--- src/rtl/sssd_pkg.sv ---
// shared types, constants and segment lookup for the seven segment scan driver
// no dependencies; imported by every module of the block
`default_nettype none

package sssd_pkg;

  // scan positions
  localparam logic [1:0] SLOT_THOUSANDS = 2'd0;
  localparam logic [1:0] SLOT_HUNDREDS  = 2'd1;
  localparam logic [1:0] SLOT_TENS      = 2'd2;
  localparam logic [1:0] SLOT_UNITS     = 2'd3;

  // one-hot digit selects
  localparam logic [7:0] SEL_SLOT0 = 8'h80;
  localparam logic [7:0] SEL_SLOT1 = 8'h40;
  localparam logic [7:0] SEL_SLOT2 = 8'h20;
  localparam logic [7:0] SEL_SLOT3 = 8'h10;

  localparam logic [7:0] SEG_MINUS = 8'h02;
  localparam logic [7:0] SEG_DOT   = 8'h01;

  localparam logic [7:0] BLINK_HALF_RESET = 8'd25;

  // reciprocals for constant division, exact for values up to 16384
  localparam logic [15:0] RECIP_10   = 16'd52429;  // shift 19
  localparam logic [15:0] RECIP_100  = 16'd41944;  // shift 22
  localparam logic [15:0] RECIP_1000 = 16'd16778;  // shift 24
  // divide by ten for values below 1024, shift 11
  localparam logic [7:0]  RECIP_10_SMALL = 8'd205;

  typedef struct packed {
    logic [14:0] temp;
    logic [6:0]  value;  // hours or minutes for this slot
    logic [1:0]  slot;
    logic        dot;    // separator dot lit
  } sssd_in_t;

  typedef struct packed {
    logic [14:0] quot;   // magnitude divided by the slot's power of ten
    logic [6:0]  value;
    logic [1:0]  slot;
    logic        dot;
    logic        neg;
  } sssd_mid_t;

  function automatic logic [7:0] seg_of(input logic [3:0] d);
    logic [7:0] s;
    case (d)
      4'd0: s = 8'hfc;
      4'd1: s = 8'h60;
      4'd2: s = 8'hda;
      4'd3: s = 8'hf2;
      4'd4: s = 8'h66;
      4'd5: s = 8'hb6;
      4'd6: s = 8'hbe;
      4'd7: s = 8'he0;
      4'd8: s = 8'hfe;
      4'd9: s = 8'hf6;
      default: s = 8'h00;
    endcase
    return s;
  endfunction

endpackage

`default_nettype wire

--- src/rtl/sssd_if.sv ---
// valid/ready channel interfaces for scan ticks and display transactions
// no dependencies
`default_nettype none

interface sssd_in_if;
  logic        valid;
  logic        ready;
  logic [14:0] temp_tenths;
  logic [6:0]  hours;
  logic [5:0]  minutes;
  logic        running;

  modport source (output valid, output temp_tenths, output hours, output minutes,
                  output running, input ready);
  modport sink (input valid, input temp_tenths, input hours, input minutes,
                input running, output ready);
endinterface

interface sssd_out_if;
  logic       valid;
  logic       ready;
  logic [7:0] digit_select;
  logic [7:0] upper_segments;
  logic [7:0] lower_segments;

  modport source (output valid, output digit_select, output upper_segments,
                  output lower_segments, input ready);
  modport sink (input valid, input digit_select, input upper_segments,
                input lower_segments, output ready);
endinterface

`default_nettype wire

--- src/rtl/sssd_scale.sv ---
// magnitude and power-of-ten scaling stage
// depends on sssd_pkg
`default_nettype none

module sssd_scale
  import sssd_pkg::*;
(
  input  wire logic      clk,
  input  wire logic      rst,
  input  wire logic      in_valid,
  output logic           in_ready,
  input  wire sssd_in_t  in_data,
  output logic           out_valid,
  input  wire logic      out_ready,
  output sssd_mid_t      out_data
);

  logic        neg;
  logic [14:0] mag;
  logic [15:0] recip;
  logic [31:0] prod;
  logic [14:0] quot;

  always_comb begin
    neg = in_data.temp[14];
    mag = neg ? (15'd0 - in_data.temp) : in_data.temp;
    case (in_data.slot)
      SLOT_THOUSANDS: recip = RECIP_1000;
      SLOT_HUNDREDS:  recip = RECIP_100;
      SLOT_TENS:      recip = RECIP_10;
      default:        recip = 16'd0;
    endcase
    prod = {17'd0, mag} * {16'd0, recip};
    case (in_data.slot)
      SLOT_THOUSANDS: quot = 15'(prod >> 24);
      SLOT_HUNDREDS:  quot = 15'(prod >> 22);
      SLOT_TENS:      quot = 15'(prod >> 19);
      default:        quot = mag;
    endcase
  end

  assign in_ready = !out_valid || out_ready;

  always_ff @(posedge clk) begin
    if (rst) begin
      out_valid <= 1'b0;
    end else if (in_ready) begin
      out_valid <= in_valid;
    end
  end

  always_ff @(posedge clk) begin
    if (in_valid && in_ready) begin
      out_data.quot  <= quot;
      out_data.value <= in_data.value;
      out_data.slot  <= in_data.slot;
      out_data.dot   <= in_data.dot;
      out_data.neg   <= neg;
    end
  end

endmodule

`default_nettype wire

--- src/rtl/sssd_encode.sv ---
// digit extraction, segment encoding and output register
// depends on sssd_pkg and sssd_out_if
`default_nettype none

module sssd_encode
  import sssd_pkg::*;
(
  input  wire logic      clk,
  input  wire logic      rst,
  input  wire logic      in_valid,
  output logic           in_ready,
  input  wire sssd_mid_t in_data,
  sssd_out_if.source     disp
);

  logic [31:0] qprod;
  logic [14:0] qdiv;
  logic [14:0] qdiv10;
  logic [3:0]  temp_digit;
  logic [14:0] vprod;
  logic [3:0]  vtens;
  logic [6:0]  vtens10;
  logic [3:0]  vunits;
  logic [3:0]  vtens_digit;
  logic [7:0]  temp_seg;
  logic [7:0]  sel;
  logic [7:0]  upper;
  logic [7:0]  lower;

  always_comb begin
    // quotient mod ten
    qprod      = {17'd0, in_data.quot} * {16'd0, RECIP_10};
    qdiv       = 15'(qprod >> 19);
    qdiv10     = 15'({qdiv, 3'b000}) + 15'({qdiv, 1'b0});
    temp_digit = 4'(in_data.quot - qdiv10);
    temp_seg   = seg_of(temp_digit);

    // time digits: tens of (value mod 100) and units
    vprod       = {8'd0, in_data.value} * {7'd0, RECIP_10_SMALL};
    vtens       = 4'(vprod >> 11);
    vtens10     = 7'({vtens, 3'b000}) + 7'({vtens, 1'b0});
    vunits      = 4'(in_data.value - vtens10);
    vtens_digit = (vtens >= 4'd10) ? (vtens - 4'd10) : vtens;

    case (in_data.slot)
      SLOT_THOUSANDS: begin
        sel   = SEL_SLOT0;
        upper = in_data.neg ? SEG_MINUS : temp_seg;
        lower = seg_of(vtens_digit);
      end
      SLOT_HUNDREDS: begin
        sel   = SEL_SLOT1;
        upper = temp_seg;
        lower = seg_of(vunits) | (in_data.dot ? SEG_DOT : 8'h00);
      end
      SLOT_TENS: begin
        sel   = SEL_SLOT2;
        upper = temp_seg | SEG_DOT;
        lower = seg_of(vtens_digit);
      end
      default: begin
        sel   = SEL_SLOT3;
        upper = temp_seg;
        lower = seg_of(vunits) | (in_data.dot ? SEG_DOT : 8'h00);
      end
    endcase
  end

  assign in_ready = !disp.valid || disp.ready;

  always_ff @(posedge clk) begin
    if (rst) begin
      disp.valid <= 1'b0;
    end else if (in_ready) begin
      disp.valid <= in_valid;
    end
  end

  always_ff @(posedge clk) begin
    if (in_valid && in_ready) begin
      disp.digit_select   <= sel;
      disp.upper_segments <= upper;
      disp.lower_segments <= lower;
    end
  end

endmodule

`default_nettype wire

--- src/rtl/seven_segment_scan_driver_unit.sv ---
// seven segment scan driver: an accepted tick transaction passes the input register,
// scaling register and output register to become its display transaction; one tick
// per cycle while the display side takes them; each stage is a valid/ready register
// that refills while its content is taken, so a stalled output only holds the pipe
// reset (rst, synchronous): scan slot, frame count and blink phase cleared,
// blink half period set to 25, all stages emptied
`default_nettype none

module seven_segment_scan_driver_unit
  import sssd_pkg::*;
(
  input  wire logic       clk,
  input  wire logic       rst,
  input  wire logic       cfg_wr_en,
  input  wire logic [7:0] cfg_wr_data,
  sssd_in_if.sink         tick,
  sssd_out_if.source      disp
);

  // scan and blink state
  logic [7:0] blink_half_period;
  logic [1:0] scan_slot;
  logic [7:0] frame_count;
  logic       blink_phase;

  logic [7:0] frame_count_next;
  logic       blink_phase_next;

  // input register
  logic       in_valid;
  sssd_in_t   in_data;
  logic       scale_ready;

  // scaling stage to encoder
  logic       mid_valid;
  logic       mid_ready;
  sssd_mid_t  mid_data;

  logic       accept;
  logic       blinking;
  logic       dot_lit;
  logic [7:0] limit;
  logic [8:0] frame_inc;

  assign accept     = tick.valid && tick.ready;
  // input register frees up when empty or when its transaction moves on
  assign tick.ready = !in_valid || scale_ready;

  // dots drop only while running with a nonzero time and in the dark phase
  assign blinking = tick.running && ((tick.hours != 7'd0) || (tick.minutes != 6'd0));
  assign dot_lit  = !(blinking && blink_phase);

  // a half period of zero behaves as one frame
  assign limit     = (blink_half_period == 8'd0) ? 8'd1 : blink_half_period;
  assign frame_inc = {1'b0, frame_count} + 9'd1;

  always_comb begin
    frame_count_next = frame_count;
    blink_phase_next = blink_phase;
    // frame ends after the last slot
    if (scan_slot == SLOT_UNITS) begin
      if (frame_inc >= {1'b0, limit}) begin
        frame_count_next = 8'd0;
        blink_phase_next = !blink_phase;
      end else begin
        frame_count_next = frame_inc[7:0];
      end
    end
  end

  always_ff @(posedge clk) begin
    if (rst) begin
      blink_half_period <= BLINK_HALF_RESET;
    end else if (cfg_wr_en) begin
      blink_half_period <= cfg_wr_data;
    end
  end

  always_ff @(posedge clk) begin
    if (rst) begin
      scan_slot   <= SLOT_THOUSANDS;
      frame_count <= 8'd0;
      blink_phase <= 1'b0;
    end else if (accept) begin
      scan_slot   <= scan_slot + 2'd1;
      frame_count <= frame_count_next;
      blink_phase <= blink_phase_next;
    end
  end

  always_ff @(posedge clk) begin
    if (rst) begin
      in_valid <= 1'b0;
    end else if (tick.ready) begin
      in_valid <= tick.valid;
    end
  end

  // capture the transaction with its slot and dot decision
  always_ff @(posedge clk) begin
    if (accept) begin
      in_data.temp  <= tick.temp_tenths;
      in_data.value <= scan_slot[1] ? {1'b0, tick.minutes} : tick.hours;
      in_data.slot  <= scan_slot;
      in_data.dot   <= dot_lit;
    end
  end

  sssd_scale u_scale (
    .clk       (clk),
    .rst       (rst),
    .in_valid  (in_valid),
    .in_ready  (scale_ready),
    .in_data   (in_data),
    .out_valid (mid_valid),
    .out_ready (mid_ready),
    .out_data  (mid_data)
  );

  sssd_encode u_encode (
    .clk      (clk),
    .rst      (rst),
    .in_valid (mid_valid),
    .in_ready (mid_ready),
    .in_data  (mid_data),
    .disp     (disp)
  );

`ifndef NO_ASSERTIONS
  // every accepted tick moves the scan to the next slot
  a_slot_advance: assert property (@(posedge clk) disable iff (rst)
    (accept && !rst) |=> (scan_slot == 2'($past(scan_slot) + 2'd1)))
    else $error("scan slot did not advance on accepted transaction");

  // blink phase only changes at the end of a frame
  a_phase_frame_end: assert property (@(posedge clk) disable iff (rst)
    (!rst && !(accept && scan_slot == SLOT_UNITS)) |=> $stable(blink_phase))
    else $error("blink phase changed outside a frame end");

  // a valid display transaction selects exactly one of the four upper digit lines
  a_select_onehot: assert property (@(posedge clk) disable iff (rst)
    disp.valid |-> ($onehot(disp.digit_select) && (disp.digit_select[3:0] == 4'd0)))
    else $error("digit select not one-hot on a valid position");
`endif

endmodule

`default_nettype wire

--- src/flat_wrapper.sv ---
// flat-port wrapper written by rule: the top's interface ports become plain ports
module seven_segment_scan_driver_unit_flat import sssd_pkg::*;
  (clk, rst, cfg_wr_en, cfg_wr_data, tick_valid, tick_temp_tenths, tick_hours, tick_minutes, tick_running, tick_ready, disp_valid, disp_digit_select, disp_upper_segments, disp_lower_segments, disp_ready);
  sssd_in_if tick_i ();
  sssd_out_if disp_i ();
  input  wire logic clk;
  input  wire logic rst;
  input  wire logic cfg_wr_en;
  input  wire logic [7:0] cfg_wr_data;
  input wire logic [$bits(tick_i.valid)-1:0] tick_valid;
  input wire logic [$bits(tick_i.temp_tenths)-1:0] tick_temp_tenths;
  input wire logic [$bits(tick_i.hours)-1:0] tick_hours;
  input wire logic [$bits(tick_i.minutes)-1:0] tick_minutes;
  input wire logic [$bits(tick_i.running)-1:0] tick_running;
  output wire logic [$bits(tick_i.ready)-1:0] tick_ready;
  output wire logic [$bits(disp_i.valid)-1:0] disp_valid;
  output wire logic [$bits(disp_i.digit_select)-1:0] disp_digit_select;
  output wire logic [$bits(disp_i.upper_segments)-1:0] disp_upper_segments;
  output wire logic [$bits(disp_i.lower_segments)-1:0] disp_lower_segments;
  input wire logic [$bits(disp_i.ready)-1:0] disp_ready;
  assign tick_i.valid = tick_valid;
  assign tick_i.temp_tenths = tick_temp_tenths;
  assign tick_i.hours = tick_hours;
  assign tick_i.minutes = tick_minutes;
  assign tick_i.running = tick_running;
  assign tick_ready = tick_i.ready;
  assign disp_valid = disp_i.valid;
  assign disp_digit_select = disp_i.digit_select;
  assign disp_upper_segments = disp_i.upper_segments;
  assign disp_lower_segments = disp_i.lower_segments;
  assign disp_i.ready = disp_ready;
  seven_segment_scan_driver_unit u_core (.clk(clk), .rst(rst), .cfg_wr_en(cfg_wr_en), .cfg_wr_data(cfg_wr_data), .tick(tick_i), .disp(disp_i));
endmodule
--- config.mk ---
export PLATFORM = sky130hd
export DESIGN_NAME = seven_segment_scan_driver_unit_flat
export DESIGN_NICKNAME = d
export VERILOG_FILES = /design/src/rtl/sssd_pkg.sv /design/src/rtl/sssd_if.sv /design/src/rtl/sssd_scale.sv /design/src/rtl/sssd_encode.sv /design/src/rtl/seven_segment_scan_driver_unit.sv /design/src/flat_wrapper.sv
export SDC_FILE = /design/constraint.sdc
export NUM_CORES = 1
export LEC_CHECK = 0
export ABC_AREA = 1
export BUFFER_PORTS_ARGS = -buffer_cell sky130_fd_sc_hd__clkbuf_2
export CORE_AREA = 2 2 175 177
export CTS_CLUSTER_SIZE = 16
export DETAILED_ROUTE_END_ITERATION = 12
export DIE_AREA = 0 0 177 179
export GPL_TIMING_DRIVEN = 0
export HOLD_SLACK_MARGIN = 0.05
export PLACE_DENSITY = 0.82
export SETUP_SLACK_MARGIN = 0.2
export SYNTH_ARGS = -nofsm -noshare
export SYNTH_HDL_FRONTEND = slang
export SYNTH_SLANG_ARGS = --single-unit
--- constraint.sdc ---
create_clock -name clk -period 18.6 [get_ports clk]
set_clock_uncertainty 0.2 [all_clocks]
set_input_delay 1.86 -clock clk [delete_from_list [all_inputs] [get_ports clk]]
set_output_delay 1.86 -clock clk [all_outputs]
set_load 0.01 [all_outputs]
==> metrics.md, run 1 <==
| Metric | Value |
|---|---|
| Layout cell share with drive strength beyond 1 | `6.02%` |
| Largest net degree at the start of global routing | `30` |
| First-pass DRT Iterations | `8` |
| Initial Utilization | `53.9%` |
| CTS tree | `done` |
| Vias | `13200` |
| CTS root buffer | `clkbuf_16` |
| Number of distinct library cells after synthesis | `46` |
| Slew Viols, Final | `0` |
| Syn-to-layout area delta | `7.14%` |
| Main flop type after synthesis | `edfxtp_1` |
| Worst EP required | `18.50 ns` |
| Syn avg cell area | `8.13 µm²` |
| Setup TNS | `0 ns` |
| Gate Count Post-Synth | `1993` |
| Critical Path Slowest Stage Cell | `fa_1` |
| Unrepaired setup endpoints after global routing | `no` |
| Synth cell count leaders | `inv_1, nand2_1, ha_1` |
| Hold Crit Endpoint | `u_core.u_scale.out_data[4]$_DFFE_PP_` |
| Initial DRC count | `946` |
| Final ANT Viol Nets | `0` |
| Worst EP arrival | `8.20 ns` |
| Final period utilization | `44.6%` |
| Synth warn | `0` |
| CTS Hold Bufs | `0` |
| Top Ports | `68` |
| DP HPWL | `33700 µm` |
| Residual DRC | `0` |
| Peak Freq | `120 MHz` |
| CP peak stage delay | `0.56 ns` |
| Cell taking the most area after synthesis | `fa_1` |
| Critical path class | `flop to flop` |
| Die Area | `0.0317 mm²` |
| Pre-CTS setup slack | `10.49 ns` |
| Ys async rst share | `0%` |
| Core ar. | `0.0300 mm²` |
| Reg2reg start | `u_core.in_data[2]$_DFFE_PP_` |
| Most used cell, CP | `fa_1` |
| Die Ht | `179 µm` |
| N_diodes | `0` |
| Synth top area share | `24.8%` |
| Clk slew on worst S/H paths | `0.08 ns` |
| Slack of the critical path | `10.30 ns` |
| Status | `finished clean` |
| H-tree levels | `3` |
| Final nets | `2593` |
| TritonCTS Sinks | `92` |
| Detail-routed net length per standard cell | `15.7 µm` |
| # rows | `64` |
| Sequential area share after synthesis | `15.7%` |
| Crit Path Max Fanout | `10` |
| Post-synth EDFFs | `70` |
| Post-Syn Area | `0.0162 mm²` |
| Port Buffers | `63` |
| Final WL | `38900 µm` |
| Routability cong. | `1.00` |
| # Post-CTS Setup Buffers | `0` |
| Die width | `177 µm` |
| Hold Startpoint | `u_core.in_data[3]$_DFFE_PP_` |
| First-pass GRT wire length | `62500 µm` |
| HP Class | `flop to flop` |
| R2r worst-path depth | `28` |
| Critical path capture point type | `flop` |
| Gr usage total | `25.0%` |
| Clk Latency, worst-skew pair | `0.35 ns` |
| CTS Buf Count | `9` |
| Post-synthesis register bit count | `92` |
| Minimum clock period | `8.30 ns` |
| Relative slew slack | `27.8%` |
| Vias in the first global route | `13100` |
| Clock Path Buffers | `2` |
| PostCTS Resize Cnt | `0` |
| Flop-to-flop setup slack | `10.30 ns` |
| Top cells by area, synth | `fa_1, ha_1, edfxtp_1` |
| # Max-Cap Violations | `0` |
| Slew @ Worst Pin | `1.08 ns` |
| Worst R2R End | `u_core.u_scale.out_data[17]$_DFFE_PP_` |
| Final setup fails | `0` |
| Overflow after GRT | `0` |
| Initial antenna violation count | `0` |
| Fin. Hold Viols | `0` |
| Top-count cell post-synth | `inv_1` |
| DR vias/cell | `5.32` |
| Hold Path Depth | `0` |
| Startpoint Class | `flop` |
[logic make-up after synthesis]
kind of cell    synth area share, %
xor+xnor                       1.72
mux                           0.209
other cells                  0.0232
simple gates                   18.2
compound gates                 5.21
buf+inv                        12.5
flops                          15.7
fa+ha+maj                      46.4
[worst max path at each step]
stage                            startpoint                                    end  slack (ns)  cells past startpoint
3_5_place_dp    u_core.in_data[2]$_DFFE_PP_  u_core.u_scale.out_data[22]$_DFFE_PP_       10.49                     30
5_1_grt         u_core.in_data[2]$_DFFE_PP_  u_core.u_scale.out_data[22]$_DFFE_PP_        9.77                     29
6_report        u_core.in_data[2]$_DFFE_PP_  u_core.u_scale.out_data[17]$_DFFE_PP_       10.30                     28
3_3_place_gp    u_core.in_data[2]$_DFFE_PP_  u_core.u_scale.out_data[17]$_DFFE_PP_       10.49                     29
4_1_cts         u_core.in_data[2]$_DFFE_PP_  u_core.u_scale.out_data[17]$_DFFE_PP_       10.40                     29
2_1_floorplan  u_core.in_data[10]$_DFFE_PP_  u_core.u_scale.out_data[14]$_DFFE_PP_       11.79                     28
[per-stage QoR]
| step | hold slack, ns | cells | utilization [%] | area (µm²) |
|---|---|---|---|---|
| finish | 0.236 | 2472 | 57.8 | 17400 |
| global route | 0.241 | 2472 | 57.8 | 17400 |
| CTS | 0.231 | 2472 | 57.8 | 17400 |
| detailed placement | 0.205 | 2456 | 56.7 | 17000 |
| global placement | 0.205 | 2455 | 56.7 | 17000 |
| floorplan | 0.200 | 1996 | - | 16200 |
[metal layers]
layer | global-route usage [%] | wire length [µm] | up-vias
met5 | 0 | 0 | -
li1 | - | - | 6315
met2 | 43.5 | 18800 | 507
met4 | 8.95 | 1570 | 0
met3 | 3.52 | 2500 | 116
met1 | 31.7 | 15900 | 6213
[state kept, by name, indices dropped and copies added, names as in the netlist]
signal                               cells
u_core.blink_phase                       1
u_core.u_encode.disp.lower_segments      8
u_core.blink_half_period                 8
u_core.scan_slot                         2
u_core.u_encode.disp.valid               1
u_core.u_scale.out_valid                 1
u_core.u_encode.disp.upper_segments      8
u_core.u_encode.disp.digit_select        3
u_core.u_scale.out_data                 26
u_core.in_valid                          1
u_core.frame_count                       8
u_core.in_data                          25
[layout by cell type (no fill, tap or decap), types with 7 or more instances in the layout]
cell type	instances
nor3_1	10
a21oi_1	65
inv_1	501
dfxtp_1	22
nand2_1	373
clkbuf_2	63
ha_1	279
or2_2	7
clkbuf_1	13
xor2_1	15
fa_1	201
o21ai_0	47
nand3_1	90
edfxtp_1	70
nand3b_1	10
nor2_1	173
xnor2_1	10
o21ai_1	8
inv_2	12
clkbuf_16	9
nand4_1	23
[cell type report]
class                      instances  area [µm²]
sequential                        92        2540
buffer                            20        97.6
tap                              396         495
fill                            2592       12700
timing repair buffer              64         330
clock inverter                     7        90.1
inverter                         514        1930
clock buffer                       9         225
multi-input combinational       1370       11600
[critical path, delay by kind of cell, from the launching register on]
family,cells,cell delay [ns]
DFF,1,0.48
and+or+nand+nor,10,1.74
AOI/OAI and AO/OA,3,0.56
buffers and inverters,7,1.17
adders and majority gates,8,3.90
Power of run 1 is left out: the tool's default activity adds up to more than one toggle a clock period on the data nets, which glitch-free logic cannot reach.
==> inputs of run 2 (changes only) <==
clock period = 8.6 ns   (was 18.6 ns; I/O delays follow)
==> metrics.md, run 2 (same netlist as run 1, synthesis figures left out) <==
| Metric | Value |
|---|---|
| Final WL | `38800 µm (about the same)` |
| Placement-stage cell area | `0.0170 mm² (unchanged)` |
| Slack of the critical path | `0.664 ns (-9.63 ns)` |
| Reg with most FFs | `u_core.u_scale.out_data` |
| Critical path class | `flop to flop` |
| CTS Buf Count | `9 (unchanged)` |
| CTS tree | `done` |
| Worst EP required | `8.50 ns (-10.00 ns)` |
| Startpoint Class | `flop` |
| CP peak stage delay | `0.56 ns (about the same)` |
| Initial Utilization | `53.9% (unchanged)` |
| Fin. Hold Viols | `0 (unchanged)` |
| Hold Startpoint | `u_core.in_data[3]$_DFFE_PP_` |
| Layout cell share with drive strength beyond 1 | `6.17% (+0.14 points)` |
| Pre-CTS setup slack | `0.489 ns (-10.0 ns)` |
| Final period utilization | `92.3% (+48 points)` |
| # Max-Cap Violations | `0 (unchanged)` |
| Port Buffers | `63 (unchanged)` |
| R2r worst-path depth | `29 (+3.6%)` |
| Initial DRC count | `1027 (+8.6%)` |
| HP Class | `flop to flop` |
| Final ANT Viol Nets | `0 (unchanged)` |
| Peak Freq | `126 MHz (+4.6%)` |
| Vias | `13100 (-0.061%)` |
| CTS Hold Bufs | `0 (unchanged)` |
| First-pass DRT Iterations | `5 (-3)` |
| CTS root buffer | `clkbuf_16` |
| Finished Cell Area | `0.0174 mm² (about the same)` |
| Clk slew on worst S/H paths | `0.08 ns (about the same)` |
| Status | `finished clean` |
| GR Layer Usage met2 | `43.5% (unchanged)` |
| Final setup fails | `0 (unchanged)` |
| Routability cong. | `1.00 (unchanged)` |
| Crit Path Max Fanout | `8 (-2)` |
| Most Crowded Layer GR | `met2` |
| Gr usage total | `25.0% (unchanged)` |
| Commonest non-fill, non-tap cell in the layout | `inv_1` |
| DP HPWL | `33700 µm (unchanged)` |
| Hold Path Depth | `0 (unchanged)` |
| Overflow after GRT | `0 (unchanged)` |
| Die width | `177 µm (unchanged)` |
| Clock Path Buffers | `2 (unchanged)` |
| Most frequent cells in the layout | `inv_1, nand2_1, ha_1` |
| Core ar. | `0.0300 mm² (unchanged)` |
| Met3 usage | `3.52% (unchanged)` |
| Worst EP arrival | `7.84 ns (-0.36 ns)` |
| Critical path capture point type | `flop` |
| PostCTS Resize Cnt | `0 (unchanged)` |
| Reg2reg start | `u_core.in_data[10]$_DFFE_PP_` |
| TritonCTS Sinks | `92 (unchanged)` |
| Unrepaired setup endpoints after global routing | `no` |
| Detail-routed net length per standard cell | `15.7 µm (about the same)` |
| Critical Path Slowest Stage Cell | `edfxtp_1` |
| First-pass GRT wire length | `62500 µm (unchanged)` |
| Slew @ Worst Pin | `1.08 ns (+0.00246 ns)` |
| Global routing usage on met1 | `31.7% (unchanged)` |
| Largest net degree at the start of global routing | `30 (unchanged)` |
| Most used cell, CP | `fa_1` |
| Hold Crit Endpoint | `u_core.u_scale.out_data[4]$_DFFE_PP_` |
| Final nets | `2593 (unchanged)` |
| Worst R2R End | `u_core.u_scale.out_data[17]$_DFFE_PP_` |
| Top Ports | `68 (unchanged)` |
| DR vias/cell | `5.32 (about the same)` |
| Leading registers by flop count | `u_core.u_scale.out_data: 26 flops, u_core.in_data: 25 flops` |
| Residual DRC | `0 (unchanged)` |
| Setup TNS | `0 ns (unchanged)` |
| # rows | `64 (unchanged)` |
| Relative slew slack | `27.7% (-0.16 points)` |
| Slew Viols, Final | `0 (unchanged)` |
| N_diodes | `0 (unchanged)` |
| Die Ht | `179 µm (unchanged)` |
| Initial antenna violation count | `0 (unchanged)` |
| Die Area | `0.0317 mm² (unchanged)` |
| H-tree levels | `3 (unchanged)` |
| # Post-CTS Setup Buffers | `0 (unchanged)` |
| Minimum clock period | `7.94 ns (-0.367 ns)` |
| Vias in the first global route | `13100 (unchanged)` |
| Syn-to-layout area delta | `7.18% (about the same)` |
| Flop-to-flop setup slack | `0.66 ns (-9.63 ns)` |
| Max FFs per register | `26 (unchanged)` |
| Clk Latency, worst-skew pair | `0.35 ns (about the same)` |
run 2: routing by layer:
layer,routed length (µm),vias up
li1,-,6321
met1,16300,6248
met2,18900,474
met3,2180,100
met4,1480,0
met5,0,-
run 2: worst max-delay path, delay by kind of cell (launching register included):
family                     cells  cell delay [ns]
AOI/OAI and AO/OA              5             0.95
xor gates and xnor gates       1             0.43
adders and majority gates      8             3.69
buffers and inverters          6             0.66
DFF                            1             0.56
and+or+nand+nor                9             1.18
run 2: metrics by stage:
step / hold WS [ns] / util [%] / std cells
2_1_floorplan: 0.200 / - / 1996
3_5_place_dp: 0.205 / 56.7 / 2456
4_1_cts: 0.231 / 57.8 / 2472
3_3_place_gp: 0.205 / 56.7 / 2455
6_report: 0.237 / 57.8 / 2472
5_1_grt: 0.241 / 57.8 / 2472
run 2: how the worst max path moves through the flow:
stage,start,endpoint,slack (ns)
global route,u_core.in_data[10]$_DFFE_PP_,u_core.u_scale.out_data[17]$_DFFE_PP_,0.23
detailed placement,u_core.in_data[2]$_DFFE_PP_,u_core.u_scale.out_data[22]$_DFFE_PP_,0.49
floorplan,u_core.in_data[10]$_DFFE_PP_,u_core.u_scale.out_data[14]$_DFFE_PP_,1.79
global placement,u_core.in_data[2]$_DFFE_PP_,u_core.u_scale.out_data[17]$_DFFE_PP_,0.49
CTS,u_core.in_data[2]$_DFFE_PP_,u_core.u_scale.out_data[17]$_DFFE_PP_,0.40
finish,u_core.in_data[10]$_DFFE_PP_,u_core.u_scale.out_data[17]$_DFFE_PP_,0.66
run 2: cell type report:
class | count | area, µm²
fillers | 2591 | 12700
multi-input cells | 1370 | 11600
flip-flops and latches | 92 | 2540
inverters | 514 | 1930
well taps | 396 | 495
repair buffers | 64 | 330
clock buffers | 9 | 225
plain buffers | 20 | 98.8
clock inverters | 7 | 90.1
Power of run 2 is left out for the same reason.
